### src/rtl/core/ufr_pkg.sv
// ----------------------------------------------------------------------------
// ufr_pkg
// Shared types and constants of the UART frame receiver: payload beats,
// configuration register image and register indexes.
// ----------------------------------------------------------------------------
package ufr_pkg;

	// register map
	localparam int unsigned AddrWidth = 4;
	localparam int unsigned DataWidth = 32;

	typedef enum logic [1:0] {
		REG_HEADER_VALUE = 2'd0,
		REG_MIN_LENGTH   = 2'd1,
		REG_MAX_LENGTH   = 2'd2,
		REG_GAP_LIMIT    = 2'd3
	} reg_index_t;

	localparam logic [7:0] HeaderValueReset = 8'd0;
	localparam logic [7:0] MinLengthReset   = 8'd6;
	localparam logic [7:0] MaxLengthReset   = 8'd64;
	localparam logic [7:0] GapLimitReset    = 8'd10;

	// configuration image handed to the frame tracker
	typedef struct packed {
		logic [7:0] header_value;
		logic [7:0] min_length;
		logic [7:0] max_length;
		logic [7:0] gap_limit;
	} cfg_t;

	// input beat
	typedef struct packed {
		logic [7:0] rx_byte;
		logic [7:0] gap_ticks;
	} in_item_t;

	// result beat
	typedef struct packed {
		logic       taken;
		logic [7:0] byte_index;
		logic [7:0] byte_out;
		logic       frame_end;
		logic       frame_good;
	} out_item_t;

endpackage

### src/rtl/core/ufr_cfg.sv
// ----------------------------------------------------------------------------
// ufr_cfg
// APB-style configuration registers: header value, length limits and gap
// limit. Writes land on the access cycle; reads return the register value.
// ----------------------------------------------------------------------------
module ufr_cfg (
	input  logic                           clk,
	input  logic                           arst_n,
	input  logic                           psel,
	input  logic                           penable,
	input  logic                           pwrite,
	input  logic [ufr_pkg::AddrWidth-1:0]  paddr,
	input  logic [ufr_pkg::DataWidth-1:0]  pwdata,
	output logic [ufr_pkg::DataWidth-1:0]  prdata,
	output logic                           pready,
	output ufr_pkg::cfg_t                  cfg
);

	ufr_pkg::cfg_t      cfg_q;
	ufr_pkg::reg_index_t reg_idx;
	logic               wr_en;

	assign reg_idx = ufr_pkg::reg_index_t'(paddr[3:2]);
	assign wr_en   = psel & penable & pwrite;
	assign pready  = 1'b1;
	assign cfg     = cfg_q;

	// write the addressed register
	always_ff @(posedge clk or negedge arst_n) begin
		if (!arst_n) begin
			cfg_q.header_value <= ufr_pkg::HeaderValueReset;
			cfg_q.min_length   <= ufr_pkg::MinLengthReset;
			cfg_q.max_length   <= ufr_pkg::MaxLengthReset;
			cfg_q.gap_limit    <= ufr_pkg::GapLimitReset;
		end else if (wr_en) begin
			unique case (reg_idx)
				ufr_pkg::REG_HEADER_VALUE: cfg_q.header_value <= pwdata[7:0];
				ufr_pkg::REG_MIN_LENGTH:   cfg_q.min_length   <= pwdata[7:0];
				ufr_pkg::REG_MAX_LENGTH:   cfg_q.max_length   <= pwdata[7:0];
				ufr_pkg::REG_GAP_LIMIT:    cfg_q.gap_limit    <= pwdata[7:0];
				default: ;
			endcase
		end
	end

	// read back the addressed register
	always_comb begin
		prdata = '0;
		unique case (reg_idx)
			ufr_pkg::REG_HEADER_VALUE: prdata[7:0] = cfg_q.header_value;
			ufr_pkg::REG_MIN_LENGTH:   prdata[7:0] = cfg_q.min_length;
			ufr_pkg::REG_MAX_LENGTH:   prdata[7:0] = cfg_q.max_length;
			ufr_pkg::REG_GAP_LIMIT:    prdata[7:0] = cfg_q.gap_limit;
			default:                   prdata      = '0;
		endcase
	end

endmodule

### src/rtl/core/ufr_track.sv
// ----------------------------------------------------------------------------
// ufr_track
// Frame tracking state (byte count, frame length, running sum) and the
// single-pass step logic that turns one received byte into one result beat.
// ----------------------------------------------------------------------------
module ufr_track (
	input  logic                clk,
	input  logic                arst_n,
	input  ufr_pkg::cfg_t       cfg,
	input  ufr_pkg::in_item_t   item,
	input  logic                advance,
	output ufr_pkg::out_item_t  result
);

	logic [8:0] byte_count_q;
	logic [7:0] frame_length_q;
	logic [7:0] running_sum_q;

	logic [8:0] count_n;
	logic [7:0] length_n;
	logic [7:0] sum_n;

	logic       gap_reset;
	logic [8:0] count_cur;
	logic [7:0] sum_cur;
	logic [7:0] sum_add;
	logic [8:0] count_inc;
	logic [8:0] end_mark;

	// drop back to hunting on a long gap, then apply the byte
	always_comb begin
		gap_reset = (item.gap_ticks >= cfg.gap_limit);
		count_cur = gap_reset ? 9'd0 : byte_count_q;
		sum_cur   = gap_reset ? 8'd0 : running_sum_q;
		sum_add   = sum_cur + item.rx_byte;
		count_inc = count_cur + 9'd1;
		end_mark  = {1'b0, frame_length_q} + 9'd1;

		count_n   = count_cur;
		length_n  = frame_length_q;
		sum_n     = sum_cur;
		result    = '0;

		if (count_cur == 9'd0) begin
			// hunting: take only the header byte
			if (item.rx_byte == cfg.header_value) begin
				result.taken      = 1'b1;
				result.byte_index = 8'd0;
				result.byte_out   = item.rx_byte;
				sum_n             = 8'd0;
				count_n           = 9'd1;
			end
		end else if (count_cur == 9'd1) begin
			// length byte: reject out of range, else start the sum
			if (item.rx_byte > cfg.max_length || item.rx_byte < cfg.min_length) begin
				count_n = 9'd0;
				sum_n   = 8'd0;
			end else begin
				result.taken      = 1'b1;
				result.byte_index = 8'd1;
				result.byte_out   = item.rx_byte;
				length_n          = item.rx_byte;
				sum_n             = item.rx_byte;
				count_n           = 9'd2;
			end
		end else begin
			// body byte: accumulate and close the frame at length+1 bytes
			result.taken      = 1'b1;
			result.byte_index = count_cur[7:0];
			result.byte_out   = item.rx_byte;
			sum_n             = sum_add;
			count_n           = count_inc;
			if (count_inc >= end_mark || count_inc < 9'd2) begin
				result.frame_end  = 1'b1;
				result.frame_good = (sum_add == 8'd0);
				count_n           = 9'd0;
				sum_n             = 8'd0;
			end
		end
	end

	// hold state until the beat moves on
	always_ff @(posedge clk or negedge arst_n) begin
		if (!arst_n) begin
			byte_count_q   <= 9'd0;
			frame_length_q <= 8'd0;
			running_sum_q  <= 8'd0;
		end else if (advance) begin
			byte_count_q   <= count_n;
			frame_length_q <= length_n;
			running_sum_q  <= sum_n;
		end
	end

endmodule

### src/rtl/core/uart_frame_receiver.sv
// ----------------------------------------------------------------------------
// uart_frame_receiver
// Header/length/checksum frame receiver for a byte stream from a UART.
// ----------------------------------------------------------------------------
// Usage:
//   in channel  : in_valid/in_stall/in_data, one received byte and the idle
//                 gap in ticks since the previous byte per beat.
//   out channel : out_valid/out_stall/out_data, exactly one result beat per
//                 input beat, in order: taken flag, byte index, echoed byte,
//                 frame end and checksum verdict.
//   config port : APB-style, four 8-bit registers at byte addresses 0, 4, 8,
//                 12 (header, min length, max length, gap limit). Write only
//                 while no beat is in flight.
// Each accepted beat sits in the input register, then moves into the result
// register, which drives out_valid, once that register can load.
// Throughput is one beat per cycle while out_stall is low; the frame state
// (count, length, running sum) updates once per beat as the beat moves from
// the input register into the result register.
// Reset clears both stages, restores register defaults and puts the
// receiver in header hunting. While out_stall is high the result beat holds,
// the input register fills once, and then in_stall rises.
// ----------------------------------------------------------------------------
module uart_frame_receiver (
	input  logic                           clk,
	input  logic                           arst_n,
	input  logic                           psel,
	input  logic                           penable,
	input  logic                           pwrite,
	input  logic [ufr_pkg::AddrWidth-1:0]  paddr,
	input  logic [ufr_pkg::DataWidth-1:0]  pwdata,
	output logic [ufr_pkg::DataWidth-1:0]  prdata,
	output logic                           pready,
	input  logic                           in_valid,
	output logic                           in_stall,
	input  ufr_pkg::in_item_t              in_data,
	output logic                           out_valid,
	input  logic                           out_stall,
	output ufr_pkg::out_item_t             out_data
);

	ufr_pkg::cfg_t      cfg;
	ufr_pkg::in_item_t  item_s1;
	logic               valid_s1;
	ufr_pkg::out_item_t result;
	ufr_pkg::out_item_t result_s2;
	logic               valid_s2;
	logic               load_s2;
	logic               load_s1;
	logic               advance;

	ufr_cfg u_cfg (
		.clk     (clk),
		.arst_n  (arst_n),
		.psel    (psel),
		.penable (penable),
		.pwrite  (pwrite),
		.paddr   (paddr),
		.pwdata  (pwdata),
		.prdata  (prdata),
		.pready  (pready),
		.cfg     (cfg)
	);

	// pipeline flow control
	assign load_s2  = !valid_s2 || !out_stall;
	assign load_s1  = !valid_s1 || load_s2;
	assign advance  = valid_s1 && load_s2;
	assign in_stall = !load_s1;

	ufr_track u_track (
		.clk     (clk),
		.arst_n  (arst_n),
		.cfg     (cfg),
		.item    (item_s1),
		.advance (advance),
		.result  (result)
	);

	// input register
	always_ff @(posedge clk or negedge arst_n) begin
		if (!arst_n) begin
			valid_s1 <= 1'b0;
		end else if (load_s1) begin
			valid_s1 <= in_valid;
		end
	end

	always_ff @(posedge clk) begin
		if (load_s1 && in_valid) begin
			item_s1 <= in_data;
		end
	end

	// result register
	always_ff @(posedge clk or negedge arst_n) begin
		if (!arst_n) begin
			valid_s2 <= 1'b0;
		end else if (load_s2) begin
			valid_s2 <= valid_s1;
		end
	end

	always_ff @(posedge clk) begin
		if (advance) begin
			result_s2 <= result;
		end
	end

	assign out_valid = valid_s2;
	assign out_data  = result_s2;

	// checks
	a_end_is_taken: assert property (@(posedge clk) disable iff (!arst_n)
		out_valid && out_data.frame_end |-> out_data.taken)
		else $error("frame end on a byte that was not taken");

	a_good_needs_end: assert property (@(posedge clk) disable iff (!arst_n)
		out_valid && out_data.frame_good |-> out_data.frame_end)
		else $error("frame good without frame end");

	a_dropped_is_zero: assert property (@(posedge clk) disable iff (!arst_n)
		out_valid && !out_data.taken |->
		out_data.byte_index == 8'd0 && out_data.byte_out == 8'd0)
		else $error("dropped byte carries nonzero fields");

	a_stall_means_full: assert property (@(posedge clk) disable iff (!arst_n)
		in_stall |-> valid_s1 && valid_s2 && out_stall)
		else $error("input stalled with room in the pipeline");

endmodule
### config.mk
export PLATFORM = sky130hd
export DESIGN_NAME = uart_frame_receiver
export DESIGN_NICKNAME = d
export VERILOG_FILES = /design/src/rtl/core/ufr_pkg.sv /design/src/rtl/core/ufr_cfg.sv /design/src/rtl/core/ufr_track.sv /design/src/rtl/core/uart_frame_receiver.sv
export SDC_FILE = /design/constraint.sdc
export NUM_CORES = 1
export LEC_CHECK = 0
export BUFFER_PORTS_ARGS = -buffer_cell sky130_fd_sc_hd__buf_2
export CORE_AREA = 3 3 147 106
export CTS_CLUSTER_SIZE = 16
export DETAILED_ROUTE_END_ITERATION = 6
export DIE_AREA = 0 0 150 109
export GPL_TIMING_DRIVEN = 0
export PLACE_DENSITY = 0.68
export SYNTH_ARGS = -nofsm -noshare
export SYNTH_HDL_FRONTEND = slang
export SYNTH_HIERARCHICAL = 1
export SYNTH_SLANG_ARGS = --single-unit
### constraint.sdc
create_clock -name clk -period 10.55 [get_ports clk]
set_input_delay 2.11 -clock clk [delete_from_list [all_inputs] [get_ports clk]]
set_output_delay 2.11 -clock clk [all_outputs]
set_load 0.005 [all_outputs]
==> flow_summary.ini, run 1 <==
[route]
wirelength_mm = 13.6
drc = 0
drt-wirelength-per-cell_um = 17.3
vias_per_cell = 5.33
via_count = 4187
drt_iter0_markers = 360
dr.pass1.iters = 6
drtAntennaViolNets = 0

[die]
initial_core_util_pct = 40.6
rows = 36
core_area_sq_um = 14100
fp.dieH_um = 109
io_pins = 113
die_w_um = 150
die_area_sq_um = 16400

[timing]
finalCritPeriodShare_pct = 57.3
max_freq_mhz = 165
fin_tns_setup_ns = 0
tightest_slew_ns = 1.02
hold_ws_ns = 0.492
setup_viol = 0
drv_slew = 0
finClkSkew_ns = 0.0123
final_hold_viol_count = 0
finalCriticalPeriod_ns = 6.05
slew_headroom_pct = 31.3
rsz0062_at_grt = no

[setup_path]
cp_top_family = compound AO/OA/AOI/OAI gates
worst-r2r-cell-count = 21
cp-start-kind = register
crit_path_frequent_cell = ha_1
end_kind = register
rr_endpoint = u_track/running_sum_q[0]$_DFFE_PN0P_
crit_buf_inv = 4
critPathArrivalTime_ns = 6.29
setup.worst_path.class = register to register
path_cells = inv_1 -> ha_1 -> a2111oi_0 -> o31a_1 -> o21a_1 -> buf_2 -> nand2_1 -> inv_1 -> ha_1 -> clkbuf_1 -> nand3_1 -> xnor2_1 -> nor2_1 -> ha_1 -> a21o_1 -> a21oi_1 -> o21ai_0 -> maj3_1 -> a41oi_2 -> nand4_1 -> o31ai_1
max_stage_delay_ns = 0.55
r2r_start = u_cfg/cfg[1]$_DFFE_PN1P_
crit_slowest_cell = dfstp_2
critical_path_required_ns = 10.79
crit_fanout = 10
rrSetupSlack_ns = 4.50

[clocking]
cts_root_buffer = clkbuf_16
cts_tree = built
cts_max_path_buffers = 2
ctsHoldBuffers = 0
clkLatencyLatePin_ns = 0.35
cts-htree-levels = 3
cts.repair.resized = 0
cts.sinks = 94
postCtsSetupRepairBufs = 0
path_clk_slew_ns = 0.08
cts_made_buffers = 9

[power_and_ir_drop]
p_int_uw = 803
p_seq_share_pct = 41.5
switching_power_uw = 414
irDropWorstVdd_uv = 86.3
p_comb_share_pct = 31.2
p_leak_uw = 0.00306
swShare_pct = 34.0
powerDensity_nw_per_um2 = 183
power.clock.fraction_pct = 27.4

[grt]
first_global_vias = 4276
overflow = 0
grt.total_usage_pct = 17.6
antenna_found_initial = 0
grt_max_degree = 60
grt_pass1_wl_mm = 22.1

[logic_synthesis]
synth_seq_area_share_pct = 44.4
async_flop_share_pct = 62.8
synthFlopType = dfrtp_1
yosysWarnings = 6
syn_inst = 494
synth_edf_count = 35
synth_area_per_cell_sq_um = 11.6
syn_area_sq_um = 5710
ys_ff_latch = 94
yosysUniqueCellTypes = 69

[cells_and_area]
n_fill_cell = 1289
multiInputGateArea_sq_um = 2840
areaGrowthSynthToFinish_pct = 16.7
fin_nets = 691
layout-drive-gt1-share_pct = 29.7
layout_commonest_cell = buf_2
regArea_sq_um = 2530
final_cell_mix = buf_2 (64), dfrtp_1 (54), inv_1 (41), ha_1 (41), mux2_2 (39)
antennaDiodeCount = 0

[place]
portBuffers = 61
gp_congestion = 0.924
hpwlAfterDp_mm = 10.2

[worst_hold_path]
hp-class = register to register
hp-start = u_track/running_sum_q[4]$_DFFE_PN0P_
whs_endpoint = u_track/running_sum_q[4]$_DFFE_PN0P_
min_path_cells = 2

[run]
cap_violations = 0

[run_status]
outcome = finished clean
power by group through the flow:
stage,logic (uW),clock network [uW],registers (uW)
after floorplan,269,0,494
after global placement,359,0,508
after detailed placement,376,0,511
after CTS,378,339,504
after global routing,424,353,513
final,379,333,505
synth_stat cells, types with 3 or more instances:
| master | instances | area share (%) |
|---|---|---|
| mux2_2 | 39 | 7.7 |
| clkbuf_1 | 7 | 0.46 |
| a32oi_1 | 8 | 1.2 |
| and3_1 | 5 | 0.55 |
| dfrtp_1 | 54 | 24 |
| xor2_1 | 11 | 1.7 |
| o22ai_1 | 4 | 0.44 |
| o31ai_1 | 9 | 1.2 |
| edfxtp_1 | 35 | 18 |
| o2111ai_1 | 5 | 0.77 |
| mux4_2 | 8 | 3.2 |
| o41ai_1 | 3 | 0.46 |
| xnor2_1 | 18 | 2.8 |
| nor2_1 | 13 | 0.85 |
| ha_1 | 41 | 9.0 |
| dfstp_2 | 5 | 2.3 |
| o21ai_0 | 8 | 0.70 |
| a21oi_1 | 17 | 1.5 |
| a21o_1 | 6 | 0.79 |
| buf_2 | 4 | 0.35 |
| nand3_1 | 11 | 0.96 |
| nand2_1 | 20 | 1.3 |
| and4_1 | 3 | 0.46 |
| nor3_1 | 8 | 0.70 |
| buf_6 | 3 | 0.59 |
| buf_4 | 25 | 3.3 |
| and2_1 | 19 | 2.1 |
| inv_1 | 41 | 2.7 |
| nand4_1 | 8 | 0.88 |
| o211ai_1 | 5 | 0.66 |
| a211oi_1 | 3 | 0.39 |
| nand2b_1 | 4 | 0.44 |
worst max-delay path by stage:
stage / cells after the start / from / endpoint
floorplan: 5 / out_stall / u_track/frame_length_q[1]$_DFFE_PN0P_
global placement: 6 / out_stall / u_track/frame_length_q[4]$_DFFE_PN0P_
detailed placement: 21 / u_cfg/cfg[1]$_DFFE_PN1P_ / u_track/running_sum_q[7]$_DFFE_PN0P_
CTS: 21 / u_cfg/cfg[1]$_DFFE_PN1P_ / u_track/running_sum_q[0]$_DFFE_PN0P_
global route: 21 / u_cfg/cfg[1]$_DFFE_PN1P_ / u_track/running_sum_q[6]$_DFFE_PN0P_
finish: 21 / u_cfg/cfg[1]$_DFFE_PN1P_ / u_track/running_sum_q[0]$_DFFE_PN0P_
final cells by class:
type	instances	share of cell area (%)
Multi-Input combinational cell	342	42.6
Sequential cell	94	38.0
Timing Repair Buffer	62	4.84
Buffer	39	4.02
Clock buffer	10	3.75
Tap cell	190	3.57
Inverter	42	2.36
Clock inverter	6	0.826
worst reg2reg max path: cells and delay by family, from the launching register on:
| family | cells | cell delay [ns] |
|---|---|---|
| AOI/OAI and AO/OA | 8 | 2.18 |
| adders and majority gates | 4 | 1.15 |
| and+or+nand+nor | 4 | 0.92 |
| buffers and inverters | 4 | 0.90 |
| DFF | 1 | 0.55 |
| xor gates and xnor gates | 1 | 0.23 |
state kept, by name (all words and copies together), names as in the netlist:
register,cells
u_track/frame_length_q,8
valid_s1,1
out_data,19
item_s1,16
u_track/running_sum_q,8
u_track/byte_count_q,9
u_cfg/cfg,32
out_valid,1
cell families (layout without fill, tap and decap cells):
group	count (synthesis)	after routing	synth area share, %
simple gates	106	106	10.8
other cells	2	25	0.132
compound gates	90	90	11.8
mux	48	48	11.0
flops	94	94	44.4
fa+ha+maj	43	43	9.51
buf+inv	81	159	7.45
xor+xnor	30	30	4.86
stage by stage:
step                      util (%)  power, uW  cell area [sq um]  cells  setup slack (ns)
after detailed placement      45.2        887               6360    769              4.69
after CTS                     47.4       1220               6660    785              4.61
final                         47.4       1220               6670    785              4.50
after global routing          47.4       1290               6670    785              3.95
after global placement        45.1        867               6340    768              2.94
after floorplan                  -        763               5800    517              5.08
routing by layer:
layer | part of all wire (%) | track usage [%] | up-vias | wire (um)
met3 | 7.3 | 4.20 | 23 | 993
met1 | 46 | 24.6 | 2041 | 6290
met5 | 0 | 0 | - | 0
met2 | 44 | 26.8 | 147 | 6010
met4 | 2.0 | 6.20 | 0 | 269
li1 | - | - | 1976 | -
No activity file was read; power rests on OpenSTA's default activity.
==> inputs of run 2 (changes only) <==
Settings changed: ABC_AREA from default to 1, CORE_AREA 3 3 147 106 to 3 3 152 109, DIE_AREA 0 0 150 109 to 0 0 155 112, PLACE_DENSITY 0.68 to 0.67.
Clock period 10.55 ns to 6.3 ns, I/O delays scaled along.
==> flow_summary.ini, run 2 <==
[run_status]
outcome = finished clean

[logic_synthesis]
synth_area_per_cell_sq_um = 8.36
yosysWarnings = 6
syn_inst = 724
async_flop_share_pct = 62.8
synth_common_cells = nand2_1 (210), inv_1 (90), dfrtp_1 (54), nand3_1 (47), nor2_1 (44)
yosysUniqueCellTypes = 51
synth_top_area_share_pct = 22.3
ys_ff_latch = 94
synth_edf_count = 35
synth_seq_area_share_pct = 41.8
ys_top_cells_by_area = dfrtp_1 (22%), edfxtp_1 (17%), nand2_1 (13%)
synth_largest_area_cell = dfrtp_1
syn_area_sq_um = 6050
synthFlopType = dfrtp_1
synthMostInstantiatedCell = nand2_1

[route]
drt-wirelength-per-cell_um = 15.1
vias_per_cell = 4.94
drc = 0
dr.pass1.iters = 5
wirelength_mm = 15.5
drt_iter0_markers = 402
via_count = 5065
drtAntennaViolNets = 0

[timing]
finalCritPeriodShare_pct = 79.1
setup_viol = 0
rsz0062_at_grt = no
finClkSkew_ns = 0.00708
fin_tns_setup_ns = 0
tightest_slew_ns = 0.703
finalCriticalPeriod_ns = 4.98
slew_headroom_pct = 53.1
drv_slew = 0
final_hold_viol_count = 0
max_freq_mhz = 201

[clocking]
cts_made_buffers = 9
path_clk_slew_ns = 0.06
cts.sinks = 94
cts_max_path_buffers = 2
clkLatencyLatePin_ns = 0.34
ctsHoldBuffers = 0
postCtsSetupRepairBufs = 0
cts_tree = built
cts-htree-levels = 3
cts_root_buffer = clkbuf_16
cts.repair.resized = 0

[cells_and_area]
areaGrowthSynthToFinish_pct = 15.5
layout-drive-gt1-share_pct = 20.1
antennaDiodeCount = 0
largest_reg_flops = 32
fin_nets = 922
final_cell_mix = nand2_1 (210), inv_1 (90), buf_2 (61)
layout_commonest_cell = nand2_1
instances_no_fill = 1026

[die]
die_w_um = 155
die_area_sq_um = 17400
fp.dieH_um = 112
core_area_sq_um = 15400
io_pins = 113
initial_core_util_pct = 39.4
rows = 38

[setup_path]
critical_path_required_ns = 6.38
setup.worst_path.class = register to register
cp-start-kind = register
r2r_start = u_cfg/cfg[3]$_DFFE_PN1P_
rrSetupSlack_ns = 1.32
critPathLaunch = u_cfg/cfg[3]$_DFFE_PN1P_
rr_endpoint = out_data[0]$_DFFE_PP_
worst-r2r-cell-count = 27
end_kind = register
crit_fanout = 5
critPathArrivalTime_ns = 5.06

[power_and_ir_drop]
p_seq_share_pct = 43.3
p_comb_share_pct = 30.4
p_leak_uw = 0.00361
power.clock.fraction_pct = 26.3
swShare_pct = 35.0
p_int_uw = 1220
irDropWorstVdd_uv = 146
switching_power_uw = 655
powerDensity_nw_per_um2 = 268

[grt]
grt_max_degree = 32
grt.total_usage_pct = 18.2
antenna_found_initial = 0
overflow = 0
first_global_vias = 4739
grt_pass1_wl_mm = 25.1

[place]
dp.cells = 1010
gp_congestion = 0.932
portBuffers = 61
hpwlAfterDp_mm = 12.0

[worst_hold_path]
whs_endpoint = u_track/byte_count_q[8]$_DFFE_PN0P_
hp-class = register to register
min_path_cells = 2
hp-start = u_track/byte_count_q[8]$_DFFE_PN0P_

[run]
cap_violations = 0
==> run 2: cell types whose count changed in the layout (fill, tap and decap cells not counted), moves of 13 or more <==
cell	before	now
inv_1	41	90
nand2_2	0	13
mux2_2	39	1
nand4_1	8	25
nand3_1	11	47
xnor2_1	18	5
nand2_1	20	210
and2_1	19	0
nor2_1	13	44
==> run 2: routing by layer <==
| layer | global-route usage, % | vias up | part of all wire, % |
|---|---|---|---|
| met2 | 25.3 | 200 | 41 |
| met3 | 5.63 | 11 | 9.4 |
| li1 | - | 2488 | - |
| met5 | 0 | - | 0 |
| met1 | 28.2 | 2366 | 49 |
| met4 | 3.00 | 0 | 0.74 |
==> run 2: cells by family (layout without fill, tap and decap cells) <==
family,Yosys count,after routing,share of synthesized area [%]
simple gates,374,374,29.7
xor+xnor,20,20,2.89
compound gates,59,59,5.72
buf+inv,132,211,10.7
fa+ha+maj,42,42,8.80
flops,94,94,41.8
mux,1,1,0.186
other cells,2,25,0.124
==> run 2: per-stage QoR <==
step                      power (uW)  hold slack, ns  utilization, %  worst slack (ns)  area [sq um]
after floorplan                 1200           0.449               -              2.44          6140
after global placement          1360           0.466            43.6              1.03          6700
after detailed placement        1380           0.471            43.9              1.51          6740
after CTS                       1880           0.481            45.5              1.48          6990
after global routing            2010           0.497            45.5              1.06          6990
final                           1870           0.483            45.5              1.32          6990
==> run 2: critical path, cell delays in order (launching register included) <==
cell and delay (ns):
dfstp_2 0.55, inv_1 0.05, ha_1 0.30, a21oi_1 0.23, nand2_1 0.11, nand2_2 0.14, nand4_2 0.18, inv_1 0.24
ha_1 0.25, nand4_1 0.25, nor2_2 0.30, nand2_1 0.08, nand2_1 0.13, inv_1 0.07, ha_1 0.33, nand2_1 0.09
nor2_1 0.04, nand2_1 0.05, nand3_1 0.08, nand2_1 0.06, nand2_1 0.06, or2_2 0.28, nand3_1 0.10, nand3_1 0.12
nand2_2 0.14, nand2_2 0.11, inv_1 0.24, nor4_1 0.11
==> run 2: power by group through the flow <==
stage          combinational [uW]  clock, uW  sequential (uW)
2_1_floorplan                 408          0              794
3_3_place_gp                  546          0              818
3_5_place_dp                  563          0              821
4_1_cts                       567        504              810
5_1_grt                       655        532              821
6_report                      569        493              810
==> run 2: how the worst max path moves through the flow <==
stage,to,cells after the start
3_5_place_dp,u_track/running_sum_q[0]$_DFFE_PN0P_,30
4_1_cts,u_track/byte_count_q[4]$_DFFE_PN0P_,30
5_1_grt,u_track/byte_count_q[4]$_DFFE_PN0P_,28
6_report,out_data[0]$_DFFE_PP_,27
3_3_place_gp,u_track/running_sum_q[0]$_DFFE_PN0P_,6
2_1_floorplan,out_data[0]$_DFFE_PP_,27
==> run 2: layout make-up <==
cell class / count / area, sq um
fill: 1507 / 8360
multi-input combinational: 521 / 2960
sequential: 94 / 2530
inverter: 99 / 379
timing repair buffer: 63 / 340
buffer: 33 / 272
tap: 200 / 250
clock buffer: 11 / 233
clock inverter: 5 / 25.0
